$ cat src/gregorian_to_lunar_date_unit_assert.svh
// ----------------------------------------------------------------------------
// gregorian_to_lunar_date_unit_assert.svh
// assertion macros for the gregorian to lunar date unit
// ----------------------------------------------------------------------------
`ifndef GREGORIAN_TO_LUNAR_DATE_UNIT_ASSERT_SVH
`define GREGORIAN_TO_LUNAR_DATE_UNIT_ASSERT_SVH

`ifndef SYNTHESIS

// same-cycle implication
`define GLU_ASSERT_IMP(lbl, clk, rst_n, ante, cons) \
    lbl: assert property (@(posedge clk) disable iff (!rst_n) (ante) |-> (cons)) \
        else $error("glu same-cycle check failed");

// next-cycle implication
`define GLU_ASSERT_NXT(lbl, clk, rst_n, ante, cons) \
    lbl: assert property (@(posedge clk) disable iff (!rst_n) (ante) |=> (cons)) \
        else $error("glu next-cycle check failed");

`else

`define GLU_ASSERT_IMP(lbl, clk, rst_n, ante, cons)
`define GLU_ASSERT_NXT(lbl, clk, rst_n, ante, cons)

`endif

`endif

$ cat src/glu_pkg.sv
// ----------------------------------------------------------------------------
// glu_pkg
// types, constants and tables of the gregorian to lunar date unit
// ----------------------------------------------------------------------------
package glu_pkg;

    localparam int TABLE_YEARS = 100;
    localparam int IDX_W       = $clog2(TABLE_YEARS);
    localparam int WORD_W      = 20;
    localparam int DAYS_W      = 16;

    localparam logic [10:0]        BASE_YEAR       = 11'd1921;
    localparam logic [8:0]         DAYS_PER_YEAR   = 9'd365;
    localparam logic [DAYS_W-1:0]  NEW_YEAR_OFFSET = 16'd38;
    localparam logic [WORD_W-1:0]  LONG_YEAR_MIN   = 20'd4095;
    localparam logic [4:0]         SHORT_MONTH     = 5'd29;
    localparam logic [3:0]         TOP_SHORT_YEAR  = 4'd11;
    localparam logic [3:0]         TOP_LONG_YEAR   = 4'd12;
    localparam logic [3:0]         FIRST_MONTH     = 4'd1;
    localparam logic [3:0]         LAST_MONTH      = 4'd12;

    // sexagenary cycle position of the base year
    localparam logic [3:0] STEM_BASE    = 4'd7;
    localparam logic [3:0] BRANCH_BASE  = 4'd9;
    localparam logic [3:0] STEM_LAST    = 4'd9;
    localparam logic [3:0] BRANCH_LAST  = 4'd11;

    typedef struct packed {
        logic [10:0] greg_year;
        logic [3:0]  greg_month;
        logic [4:0]  greg_day;
    } req_item_t;

    typedef struct packed {
        logic [10:0] lunar_year;
        logic [3:0]  stem_index;
        logic [3:0]  branch_index;
        logic [3:0]  lunar_month;
        logic        is_leap_month;
        logic [4:0]  lunar_day;
        logic        out_of_range;
    } rsp_item_t;

    localparam rsp_item_t FAULT_ITEM = '{
        lunar_year:    11'd0,
        stem_index:    4'd0,
        branch_index:  4'd0,
        lunar_month:   4'd0,
        is_leap_month: 1'b0,
        lunar_day:     5'd0,
        out_of_range:  1'b1
    };

    localparam logic [8:0] DAYS_BEFORE [12] = '{
        9'd0, 9'd31, 9'd59, 9'd90, 9'd120, 9'd151,
        9'd181, 9'd212, 9'd243, 9'd273, 9'd304, 9'd334
    };

    // low bits: month lengths, first month at the top bit; bits 19:16: leap month
    localparam logic [WORD_W-1:0] LUNAR_TAB [TABLE_YEARS] = '{
        20'd2635,   20'd333387, 20'd1701,   20'd1748,   20'd267701,
        20'd694,    20'd2391,   20'd133423, 20'd1175,   20'd396438,
        20'd3402,   20'd3749,   20'd331177, 20'd1453,   20'd694,
        20'd201326, 20'd2350,   20'd465197, 20'd3221,   20'd3402,
        20'd400202, 20'd2901,   20'd1386,   20'd267611, 20'd605,
        20'd2349,   20'd137515, 20'd2709,   20'd464533, 20'd1738,
        20'd2901,   20'd330421, 20'd1242,   20'd2651,   20'd199255,
        20'd1323,   20'd529706, 20'd3733,   20'd1706,   20'd398762,
        20'd2741,   20'd1206,   20'd267438, 20'd2647,   20'd1318,
        20'd204070, 20'd3477,   20'd461653, 20'd1386,   20'd2413,
        20'd330077, 20'd1197,   20'd2637,   20'd268877, 20'd3365,
        20'd531109, 20'd2900,   20'd2922,   20'd398042, 20'd2395,
        20'd1179,   20'd267415, 20'd2635,   20'd661067, 20'd1701,
        20'd1748,   20'd398772, 20'd2742,   20'd2391,   20'd330031,
        20'd1175,   20'd1611,   20'd200010, 20'd3749,   20'd527717,
        20'd1452,   20'd2742,   20'd332397, 20'd2350,   20'd3222,
        20'd268949, 20'd3402,   20'd3493,   20'd133973, 20'd1386,
        20'd464219, 20'd605,    20'd2349,   20'd334123, 20'd2709,
        20'd2890,   20'd267946, 20'd2773,   20'd592565, 20'd1210,
        20'd2651,   20'd395863, 20'd1323,   20'd2707,   20'd265877
    };

endpackage

$ cat src/glu_if.sv
// ----------------------------------------------------------------------------
// glu_if
// valid/ready channels of the gregorian to lunar date unit
// ----------------------------------------------------------------------------
interface glu_req_if;
    logic                 valid;
    logic                 ready;
    glu_pkg::req_item_t   data;

    modport source (output valid, output data, input ready);
    modport sink   (input valid, input data, output ready);
endinterface

interface glu_rsp_if;
    logic                 valid;
    logic                 ready;
    glu_pkg::rsp_item_t   data;

    modport source (output valid, output data, input ready);
    modport sink   (input valid, input data, output ready);
endinterface

$ cat src/gregorian_to_lunar_date_unit.sv
// ----------------------------------------------------------------------------
// gregorian_to_lunar_date_unit
// converts a gregorian date into a chinese lunar date by walking a year table
// ----------------------------------------------------------------------------
// usage
// - req channel: one gregorian date per transfer (year, month, day)
// - rsp channel: one lunar date per request, out_of_range set with all
//   other fields zero when the date falls outside 1921-02-08 .. table end
//   or the month field is invalid or the day field is zero
// - one request at a time: req.ready is high only while the unit is idle
// - steps: the day count comes first, then per table year a table rom read
//   and a walk over the months of that year (12 or 13), one month at a
//   time; the result then goes to the output register
// - an early fault skips the walk; dates at the end of the table or past
//   it walk every month of the table over the synchronous table rom
// - the result sits in an output register, so a new request is taken while
//   the previous result still waits for rsp.ready
// - if the receiver stalls with a result still pending, the finished next
//   result waits inside the unit until the output register frees up
// - reset (rst_n low, asynchronous) returns the unit to idle and drops any
//   pending result
// ----------------------------------------------------------------------------
`include "gregorian_to_lunar_date_unit_assert.svh"

module gregorian_to_lunar_date_unit
(
    input  logic          clk,
    input  logic          rst_n,
    glu_req_if.sink       req,
    glu_rsp_if.source     rsp
);

    typedef enum logic [4:0] {
        ST_IDLE  = 5'b00001,
        ST_CALC  = 5'b00010,
        ST_READ  = 5'b00100,
        ST_MONTH = 5'b01000,
        ST_DONE  = 5'b10000
    } state_t;

    state_t state_reg, state_next;

    // captured request
    logic [10:0] y_reg;
    logic [3:0]  m_reg;
    logic [4:0]  d_reg;

    // walk state
    logic [glu_pkg::DAYS_W-1:0] left_reg, left_next;
    logic [glu_pkg::IDX_W-1:0]  idx_reg, idx_next;
    logic [3:0]                 cnt_reg, cnt_next;
    logic [10:0]                year_reg, year_next;
    logic [3:0]                 stem_reg, stem_next;
    logic [3:0]                 branch_reg, branch_next;

    // table rom output
    logic [glu_pkg::WORD_W-1:0] rom_q_reg;

    // finished result and output register
    glu_pkg::rsp_item_t res_reg, res_next;
    glu_pkg::rsp_item_t rsp_data_reg, rsp_data_next;
    logic               rsp_valid_reg, rsp_valid_next;

    // day count since lunar new year of the base year
    logic                       m_ok;
    logic                       in_ok;
    logic [6:0]                 dy;
    logic [8:0]                 dbm;
    logic [glu_pkg::DAYS_W-1:0] prod;
    logic [glu_pkg::DAYS_W-1:0] sum;
    logic                       day_ok;
    logic [glu_pkg::DAYS_W-1:0] left_c;

    // month walk
    logic                       long_year;
    logic [3:0]                 top;
    logic [3:0]                 pos;
    logic [4:0]                 month_len;
    logic                       hit;
    logic                       last;
    logic [3:0]                 leap_after;
    logic [4:0]                 mon_raw;
    logic [4:0]                 leap_after_1;
    logic [3:0]                 mon;
    logic                       leap;

    assign req.ready = (state_reg == ST_IDLE);
    assign rsp.valid = rsp_valid_reg;
    assign rsp.data  = rsp_data_reg;

    always_comb
    begin
        m_ok   = (m_reg inside {[glu_pkg::FIRST_MONTH:glu_pkg::LAST_MONTH]});
        in_ok  = m_ok && (d_reg != 5'd0) && (y_reg >= glu_pkg::BASE_YEAR);
        dy     = 7'(y_reg - glu_pkg::BASE_YEAR);
        dbm    = glu_pkg::DAYS_BEFORE[m_ok ? 4'(m_reg - 4'd1) : 4'd0];
        prod   = glu_pkg::DAYS_W'(dy) * glu_pkg::DAYS_W'(glu_pkg::DAYS_PER_YEAR);
        // gregorian leap day counts once february is over
        sum    = prod + glu_pkg::DAYS_W'(dy >> 2) + glu_pkg::DAYS_W'(dbm)
               + glu_pkg::DAYS_W'(d_reg)
               + glu_pkg::DAYS_W'((y_reg[1:0] == 2'd0) && (m_reg > 4'd2));
        day_ok = (sum > glu_pkg::NEW_YEAR_OFFSET);
        left_c = sum - glu_pkg::NEW_YEAR_OFFSET;
    end

    always_comb
    begin
        long_year    = (rom_q_reg >= glu_pkg::LONG_YEAR_MIN);
        top          = long_year ? glu_pkg::TOP_LONG_YEAR : glu_pkg::TOP_SHORT_YEAR;
        pos          = top - cnt_reg;
        month_len    = glu_pkg::SHORT_MONTH + 5'(rom_q_reg[{1'b0, pos}]);
        hit          = (left_reg <= glu_pkg::DAYS_W'(month_len));
        last         = (cnt_reg == top);
        leap_after   = rom_q_reg[19:16];
        mon_raw      = 5'(cnt_reg) + 5'd1;
        leap_after_1 = 5'(leap_after) + 5'd1;
        leap         = 1'b0;
        mon          = 4'(mon_raw);
        if (long_year && (mon_raw == leap_after_1))
        begin
            leap = 1'b1;
            mon  = leap_after;
        end
        else if (long_year && (mon_raw > leap_after_1))
        begin
            mon  = 4'(mon_raw - 5'd1);
        end
    end

    always_comb
    begin
        state_next     = state_reg;
        left_next      = left_reg;
        idx_next       = idx_reg;
        cnt_next       = cnt_reg;
        year_next      = year_reg;
        stem_next      = stem_reg;
        branch_next    = branch_reg;
        res_next       = res_reg;
        rsp_data_next  = rsp_data_reg;
        rsp_valid_next = rsp_valid_reg;

        if (rsp_valid_reg && rsp.ready)
        begin
            rsp_valid_next = 1'b0;
        end

        case (state_reg)
            ST_IDLE:
            begin
                if (req.valid)
                begin
                    state_next = ST_CALC;
                end
            end
            ST_CALC:
            begin
                if (!in_ok || !day_ok)
                begin
                    res_next   = glu_pkg::FAULT_ITEM;
                    state_next = ST_DONE;
                end
                else
                begin
                    left_next   = left_c;
                    idx_next    = '0;
                    year_next   = glu_pkg::BASE_YEAR;
                    stem_next   = glu_pkg::STEM_BASE;
                    branch_next = glu_pkg::BRANCH_BASE;
                    state_next  = ST_READ;
                end
            end
            ST_READ:
            begin
                // table word for idx_reg lands in rom_q_reg at this edge
                cnt_next   = '0;
                state_next = ST_MONTH;
            end
            ST_MONTH:
            begin
                if (hit)
                begin
                    res_next.lunar_year    = year_reg;
                    res_next.stem_index    = stem_reg;
                    res_next.branch_index  = branch_reg;
                    res_next.lunar_month   = mon;
                    res_next.is_leap_month = leap;
                    res_next.lunar_day     = 5'(left_reg);
                    res_next.out_of_range  = 1'b0;
                    state_next             = ST_DONE;
                end
                else
                begin
                    left_next = left_reg - glu_pkg::DAYS_W'(month_len);
                    if (!last)
                    begin
                        cnt_next = cnt_reg + 4'd1;
                    end
                    else if (idx_reg == glu_pkg::IDX_W'(glu_pkg::TABLE_YEARS - 1))
                    begin
                        // past the end of the table
                        res_next   = glu_pkg::FAULT_ITEM;
                        state_next = ST_DONE;
                    end
                    else
                    begin
                        idx_next    = idx_reg + glu_pkg::IDX_W'(1);
                        year_next   = year_reg + 11'd1;
                        stem_next   = (stem_reg == glu_pkg::STEM_LAST) ? 4'd0
                                                                       : stem_reg + 4'd1;
                        branch_next = (branch_reg == glu_pkg::BRANCH_LAST) ? 4'd0
                                                                           : branch_reg + 4'd1;
                        state_next  = ST_READ;
                    end
                end
            end
            ST_DONE:
            begin
                // load the output register once it is free
                if (!rsp_valid_reg || rsp.ready)
                begin
                    rsp_data_next  = res_reg;
                    rsp_valid_next = 1'b1;
                    state_next     = ST_IDLE;
                end
            end
            default:
            begin
                state_next = ST_IDLE;
            end
        endcase
    end

    // control state
    always_ff @(posedge clk or negedge rst_n)
    begin
        if (!rst_n)
        begin
            state_reg     <= ST_IDLE;
            idx_reg       <= '0;
            cnt_reg       <= '0;
            rsp_valid_reg <= 1'b0;
        end
        else
        begin
            state_reg     <= state_next;
            idx_reg       <= idx_next;
            cnt_reg       <= cnt_next;
            rsp_valid_reg <= rsp_valid_next;
        end
    end

    // payload
    always_ff @(posedge clk)
    begin
        if (req.valid && req.ready)
        begin
            y_reg <= req.data.greg_year;
            m_reg <= req.data.greg_month;
            d_reg <= req.data.greg_day;
        end
        left_reg     <= left_next;
        year_reg     <= year_next;
        stem_reg     <= stem_next;
        branch_reg   <= branch_next;
        res_reg      <= res_next;
        rsp_data_reg <= rsp_data_next;
    end

    // year table rom, registered read
    always_ff @(posedge clk)
    begin
        rom_q_reg <= glu_pkg::LUNAR_TAB[idx_reg];
    end

    // a month is only examined with days still to place
    `GLU_ASSERT_IMP(a_walk_left_nonzero, clk, rst_n, state_reg == ST_MONTH, left_reg != '0)
    // month step never runs past the last month of the year
    `GLU_ASSERT_IMP(a_walk_in_year, clk, rst_n, state_reg == ST_MONTH, cnt_reg <= top)
    // cycle counters stay in range
    `GLU_ASSERT_IMP(a_cycle_range, clk, rst_n, state_reg == ST_MONTH,
        (stem_reg <= glu_pkg::STEM_LAST) && (branch_reg <= glu_pkg::BRANCH_LAST))
    // a finished result reaches the output register
    `GLU_ASSERT_NXT(a_done_loads, clk, rst_n, (state_reg == ST_DONE) && (!rsp.valid || rsp.ready),
        rsp.valid && (rsp.data == $past(res_reg)))
    // a fault result carries no date
    `GLU_ASSERT_IMP(a_fault_clean, clk, rst_n, rsp.valid && rsp.data.out_of_range,
        (rsp.data.lunar_day == '0) && (rsp.data.lunar_month == '0))

endmodule

$ cat src/flat_wrapper.sv
// flat-port wrapper written by rule: the top's interface ports become plain ports
module gregorian_to_lunar_date_unit_flat 
  (clk, rst_n, req_valid, req_data, req_ready, rsp_valid, rsp_data, rsp_ready);
  glu_req_if req_i ();
  glu_rsp_if rsp_i ();
  input  logic clk;
  input  logic rst_n;
  input wire logic [$bits(req_i.valid)-1:0] req_valid;
  input wire logic [$bits(req_i.data)-1:0] req_data;
  output wire logic [$bits(req_i.ready)-1:0] req_ready;
  output wire logic [$bits(rsp_i.valid)-1:0] rsp_valid;
  output wire logic [$bits(rsp_i.data)-1:0] rsp_data;
  input wire logic [$bits(rsp_i.ready)-1:0] rsp_ready;
  assign req_i.valid = req_valid;
  assign req_i.data = req_data;
  assign req_ready = req_i.ready;
  assign rsp_valid = rsp_i.valid;
  assign rsp_data = rsp_i.data;
  assign rsp_i.ready = rsp_ready;
  gregorian_to_lunar_date_unit u_core (.clk(clk), .rst_n(rst_n), .req(req_i), .rsp(rsp_i));
endmodule
$ cat config.mk
export PLATFORM = sky130hd
export DESIGN_NAME = gregorian_to_lunar_date_unit_flat
export DESIGN_NICKNAME = d
export VERILOG_FILES = /design/src/glu_pkg.sv /design/src/glu_if.sv /design/src/gregorian_to_lunar_date_unit.sv /design/src/flat_wrapper.sv
export VERILOG_INCLUDE_DIRS = /design/src /design/src/src
export SDC_FILE = /design/constraint.sdc
export NUM_CORES = 1
export LEC_CHECK = 0
export ABC_AREA = 1
export BUFFER_PORTS_ARGS = -buffer_cell sky130_fd_sc_hd__buf_2
export CORE_MARGIN = 4
export CORE_UTILIZATION = 57
export CTS_CLUSTER_DIAMETER = 60
export DETAILED_ROUTE_END_ITERATION = 8
export PLACE_DENSITY_LB_ADDON = 0.15
export REMOVE_ABC_BUFFERS = 1
export SLEW_MARGIN = 20
export SYNTH_ARGS = -nofsm -noshare
export SYNTH_HDL_FRONTEND = slang
export SYNTH_SLANG_ARGS = --single-unit
$ cat constraint.sdc
create_clock -name clk -period 6.98 [get_ports clk]
set_input_delay 1.396 -clock clk [delete_from_list [all_inputs] [get_ports clk]]
set_output_delay 1.396 -clock clk [all_outputs]
set_load 0.05 [all_outputs]
==> impl_results.html <==
<table>
<tr><th>Metric</th><th>Value</th></tr>
<tr><th colspan="2">Die</th></tr>
<tr><td>Total Die Area</td><td>0.0225 mm2</td></tr>
<tr><td>Die span in x</td><td>150 um</td></tr>
<tr><td>Starting Density</td><td>0.584</td></tr>
<tr><td>Number of ports placed on the die boundary</td><td>56</td></tr>
<tr><td>Total number of placement rows</td><td>51</td></tr>
<tr><td>Std-Cell Core Area</td><td>0.0197 mm2</td></tr>
<tr><td>Height of the die</td><td>150 um</td></tr>
<tr><th colspan="2">Synth</th></tr>
<tr><td>Post-Synthesis Cells</td><td>1434</td></tr>
<tr><td>Number of synthesized register bits</td><td>149</td></tr>
<tr><td>Number of synthesized flops with an enable pin</td><td>115</td></tr>
<tr><td>Syn Area/Cell</td><td>8.00 um2</td></tr>
<tr><td>Number of warning messages in the yosys log</td><td>0</td></tr>
<tr><td>Synth unique cells</td><td>58</td></tr>
<tr><td>FFs w/ async S/R, synth</td><td>0.114</td></tr>
<tr><td>Post-synth design cell area</td><td>0.0115 mm2</td></tr>
<tr><td>Primary flip-flop cell chosen by synthesis mapping</td><td>sky130_fd_sc_hd__edfxtp_1</td></tr>
<tr><td>Share of the yosys chip area belonging to registers</td><td>0.368</td></tr>
<tr><th colspan="2">Worst setup path</th></tr>
<tr><td>Slowest stage cell, crit path</td><td>sky130_fd_sc_hd__fa_1</td></tr>
<tr><td>Most prevalent standard cell on the critical path</td><td>sky130_fd_sc_hd__inv_1</td></tr>
<tr><td>Element type at the critical path end</td><td>flop</td></tr>
<tr><td>Kind of critical path</td><td>flop to flop</td></tr>
<tr><td>Maximum fanout encountered on the critical timing path</td><td>19</td></tr>
<tr><td>WP data required</td><td>7090 ps</td></tr>
<tr><td>Worst stage delay on the critical path</td><td>550 ps</td></tr>
<tr><td>Register-to-register path setup slack</td><td>530 ps</td></tr>
<tr><td>Crit path DAT</td><td>6560 ps</td></tr>
<tr><td>Nature of the critical path startpoint</td><td>flop</td></tr>
<tr><td>Logic depth of the worst register-to-register path</td><td>33</td></tr>
<tr><th colspan="2">Place</th></tr>
<tr><td>Buffers on Ports</td><td>55</td></tr>
<tr><td>Post-Place Cells</td><td>1730</td></tr>
<tr><td>Placer Congestion</td><td>0.960</td></tr>
<tr><td>Final HPWL from detailed placement</td><td>22.9 mm</td></tr>
<tr><td>Worst slack at placement</td><td>354 ps</td></tr>
<tr><th colspan="2">Run status</th></tr>
<tr><td>Run status</td><td>finished clean</td></tr>
<tr><th colspan="2">STA</th></tr>
<tr><td>Highest achievable clock rate</td><td>155 MHz</td></tr>
<tr><td>Unrepaired setup endpoints after global routing</td><td>no</td></tr>
<tr><td>Portion of the clock cycle consumed by the worst path in the final layout</td><td>0.924</td></tr>
<tr><td>Least-Margin Pin Slew</td><td>1100 ps</td></tr>
<tr><td>Final number of hold-violating endpoints</td><td>0</td></tr>
<tr><td>Worst slew margin relative to its limit</td><td>0.258</td></tr>
<tr><td>Post-layout min period</td><td>6450 ps</td></tr>
<tr><td>Worst Setup Slack, final</td><td>529 ps</td></tr>
<tr><td>Number of failing setup endpoints in the final timing report</td><td>0</td></tr>
<tr><td>Sum of negative setup slack</td><td>0 ps</td></tr>
<tr><td>Max-slew violations</td><td>0</td></tr>
<tr><td>Worst Skew</td><td>13.6 ps</td></tr>
<tr><th colspan="2">CTS</th></tr>
<tr><td>Number of buffers on the longest clock path</td><td>2</td></tr>
<tr><td>Reg clk slew, reported paths</td><td>70 ps</td></tr>
<tr><td>Cts-stage hold buffer count</td><td>0</td></tr>
<tr><td>Clock insertion delay at the later pin of the skew report</td><td>430 ps</td></tr>
<tr><td>Number of sinks on the clock net</td><td>149</td></tr>
<tr><td>Number of CTS-inserted buffers</td><td>17</td></tr>
<tr><td>Clock tree from TritonCTS</td><td>yes</td></tr>
<tr><td>Clock Root Buffer</td><td>sky130_fd_sc_hd__clkbuf_16</td></tr>
<tr><td>Htree depth</td><td>4</td></tr>
<tr><th colspan="2">Cells and area</th></tr>
<tr><td>N_diodes</td><td>0</td></tr>
<tr><td>Synth-to-Final Area Change</td><td>10.3%</td></tr>
<tr><td>Fraction of layout cells with a size suffix above 1</td><td>0.0901</td></tr>
<tr><td>Post-layout net count</td><td>1644</td></tr>
<tr><td>Finished Core Util</td><td>0.644</td></tr>
<tr><td>Filler Cells Inserted</td><td>1715</td></tr>
<tr><td>Number of non-filler instances in the completed layout</td><td>1763</td></tr>
<tr><th colspan="2">GRT</th></tr>
<tr><td>Met1 track utilization from global routing</td><td>0.392</td></tr>
<tr><td>Met2 demand-to-capacity share in global routing</td><td>0.422</td></tr>
<tr><td>Antenna violations before repair</td><td>1</td></tr>
<tr><td>Global-route usage over all layers</td><td>0.276</td></tr>
<tr><td>Remaining Overflow, GRT</td><td>0</td></tr>
<tr><td>GR Util met3</td><td>0.0584</td></tr>
<tr><td>Via count of the first global-routing pass</td><td>9599</td></tr>
<tr><td>Most used routing layer</td><td>met2</td></tr>
<tr><td>Pin count of the biggest net entering global routing</td><td>48</td></tr>
<tr><td>Global-route wire length before repair</td><td>49.0 mm</td></tr>
<tr><th colspan="2">Min path</th></tr>
<tr><td>Min-Delay Path Class</td><td>flop to flop</td></tr>
<tr><td>Depth of the worst hold-timing path</td><td>0</td></tr>
<tr><th colspan="2">Detailed routing</th></tr>
<tr><td>Number of DRC violations after detailed routing</td><td>0</td></tr>
<tr><td>Via density</td><td>5.68</td></tr>
<tr><td>Vias post-DR</td><td>10000</td></tr>
<tr><td>DRT Wirelength</td><td>30.2 mm</td></tr>
<tr><td>DRT iter0 DRCs</td><td>1093</td></tr>
<tr><td>Average wire per standard cell</td><td>17.1 um</td></tr>
<tr><td>Final ANT Viol Nets</td><td>0</td></tr>
<tr><td>Detailed-routing iteration count for the pre-antenna-repair pass</td><td>5</td></tr>
<tr><th colspan="2">Job</th></tr>
<tr><td>Max capacitance violation total</td><td>0</td></tr>
</table>
cell type report:
| cell class | count | area (um2) | area share |
|---|---|---|---|
| tap | 265 | 332 | 0.0262 |
| clock buffer | 18 | 429 | 0.0339 |
| multi-input combinational | 1000 | 6190 | 0.489 |
| inverter | 246 | 923 | 0.0729 |
| clock inverter | 14 | 159 | 0.0126 |
| timing repair buffer | 71 | 403 | 0.0318 |
| sequential | 149 | 4220 | 0.333 |
logic make-up (layout without fill, tap and decap cells):
| family | Yosys count | in the layout | synth area share |
|---|---|---|---|
| xor+xnor | 22 | 22 | 0.0168 |
| flops | 149 | 149 | 0.368 |
| compound gates | 262 | 262 | 0.134 |
| fa+ha+maj | 135 | 135 | 0.169 |
| simple gates | 579 | 579 | 0.217 |
| mux | 2 | 2 | 0.00174 |
| buf+inv | 285 | 349 | 0.0943 |
routing by layer:
layer | routed length, um | vias up
met5 | 11 | -
met4 | 813 | 2
met3 | 2530 | 64
met2 | 13200 | 448
met1 | 13700 | 4598
li1 | - | 4899
Yosys cell counts, drive strengths merged (3+ instances only):
master,n,area (um2)
a211oi,6,45.0
a21oi,95,487
a31oi,9,56.3
a32oi,4,35.0
and2,3,21.3
buf,12,57.6
clkbuf,27,101
dfrtp,16,400
dfxtp,17,340
edfxtp,115,3450
fa,33,661
ha,102,1280
inv,245,920
nand2,267,1030
nand3,87,450
nand3b,3,22.5
nand4,17,106
nor2,164,633
nor3,24,131
nor4,6,37.5
o211ai,15,113
o21ai,88,440
o221ai,7,61.3
o22ai,9,56.3
o311ai,10,87.6
or2,6,37.5
xnor2,6,52.6
xor2,16,140
placed cells by master, fill, tap and decap left out, types with 16 or more instances in the layout:
master	synthesis	final
sky130_fd_sc_hd__buf_2	10	55
sky130_fd_sc_hd__xor2_1	16	16
sky130_fd_sc_hd__a21oi_1	94	94
sky130_fd_sc_hd__clkbuf_16	0	17
sky130_fd_sc_hd__nand2_1	260	259
sky130_fd_sc_hd__edfxtp_1	115	115
sky130_fd_sc_hd__inv_1	241	241
sky130_fd_sc_hd__nor3_1	23	23
sky130_fd_sc_hd__dfrtp_1	16	16
sky130_fd_sc_hd__ha_1	102	102
sky130_fd_sc_hd__nand3_1	84	84
sky130_fd_sc_hd__dfxtp_1	17	17
sky130_fd_sc_hd__fa_1	33	33
sky130_fd_sc_hd__nor2_1	159	154
sky130_fd_sc_hd__nand4_1	17	17
sky130_fd_sc_hd__o21ai_0	86	86
per-stage QoR:
| step | instance area (um2) | hold slack [ps] |
|---|---|---|
| finish | 12700 | 417 |
| global route | 12700 | 420 |
| CTS | 12600 | 419 |
| detailed placement | 12000 | 405 |
| global placement | 12000 | 401 |
| floorplan | 11300 | 400 |
final timing paths:
kind | startpoint | to
max reg2reg | u_core.m_reg[0] | u_core.year_reg[9]
min reg2reg | u_core.res_reg[9] | u_core.rsp.data[9]
min | u_core.res_reg[9] | u_core.rsp.data[9]
max in group asynchronous | rst_n | u_core.state_reg[0]
min in group asynchronous | rst_n | u_core.cnt_reg[3]
max | u_core.m_reg[0] | u_core.year_reg[9]
what timing repair did:
action                                  in CTS  in global routing
buffers inserted                             0                  1
endpoints found under the setup margin       0                 51
resized for setup                            0                  7
critical path, delay by kind of cell (launching register included):
kind	cells	cell delay, ps
fa+ha+maj	8	2980
simple gates	16	1840
buf+inv	8	740
flops	1	430
compound gates	1	140
Power is not shown: default switching activity piles up to over one toggle a cycle in this logic, so the estimate is an artifact.
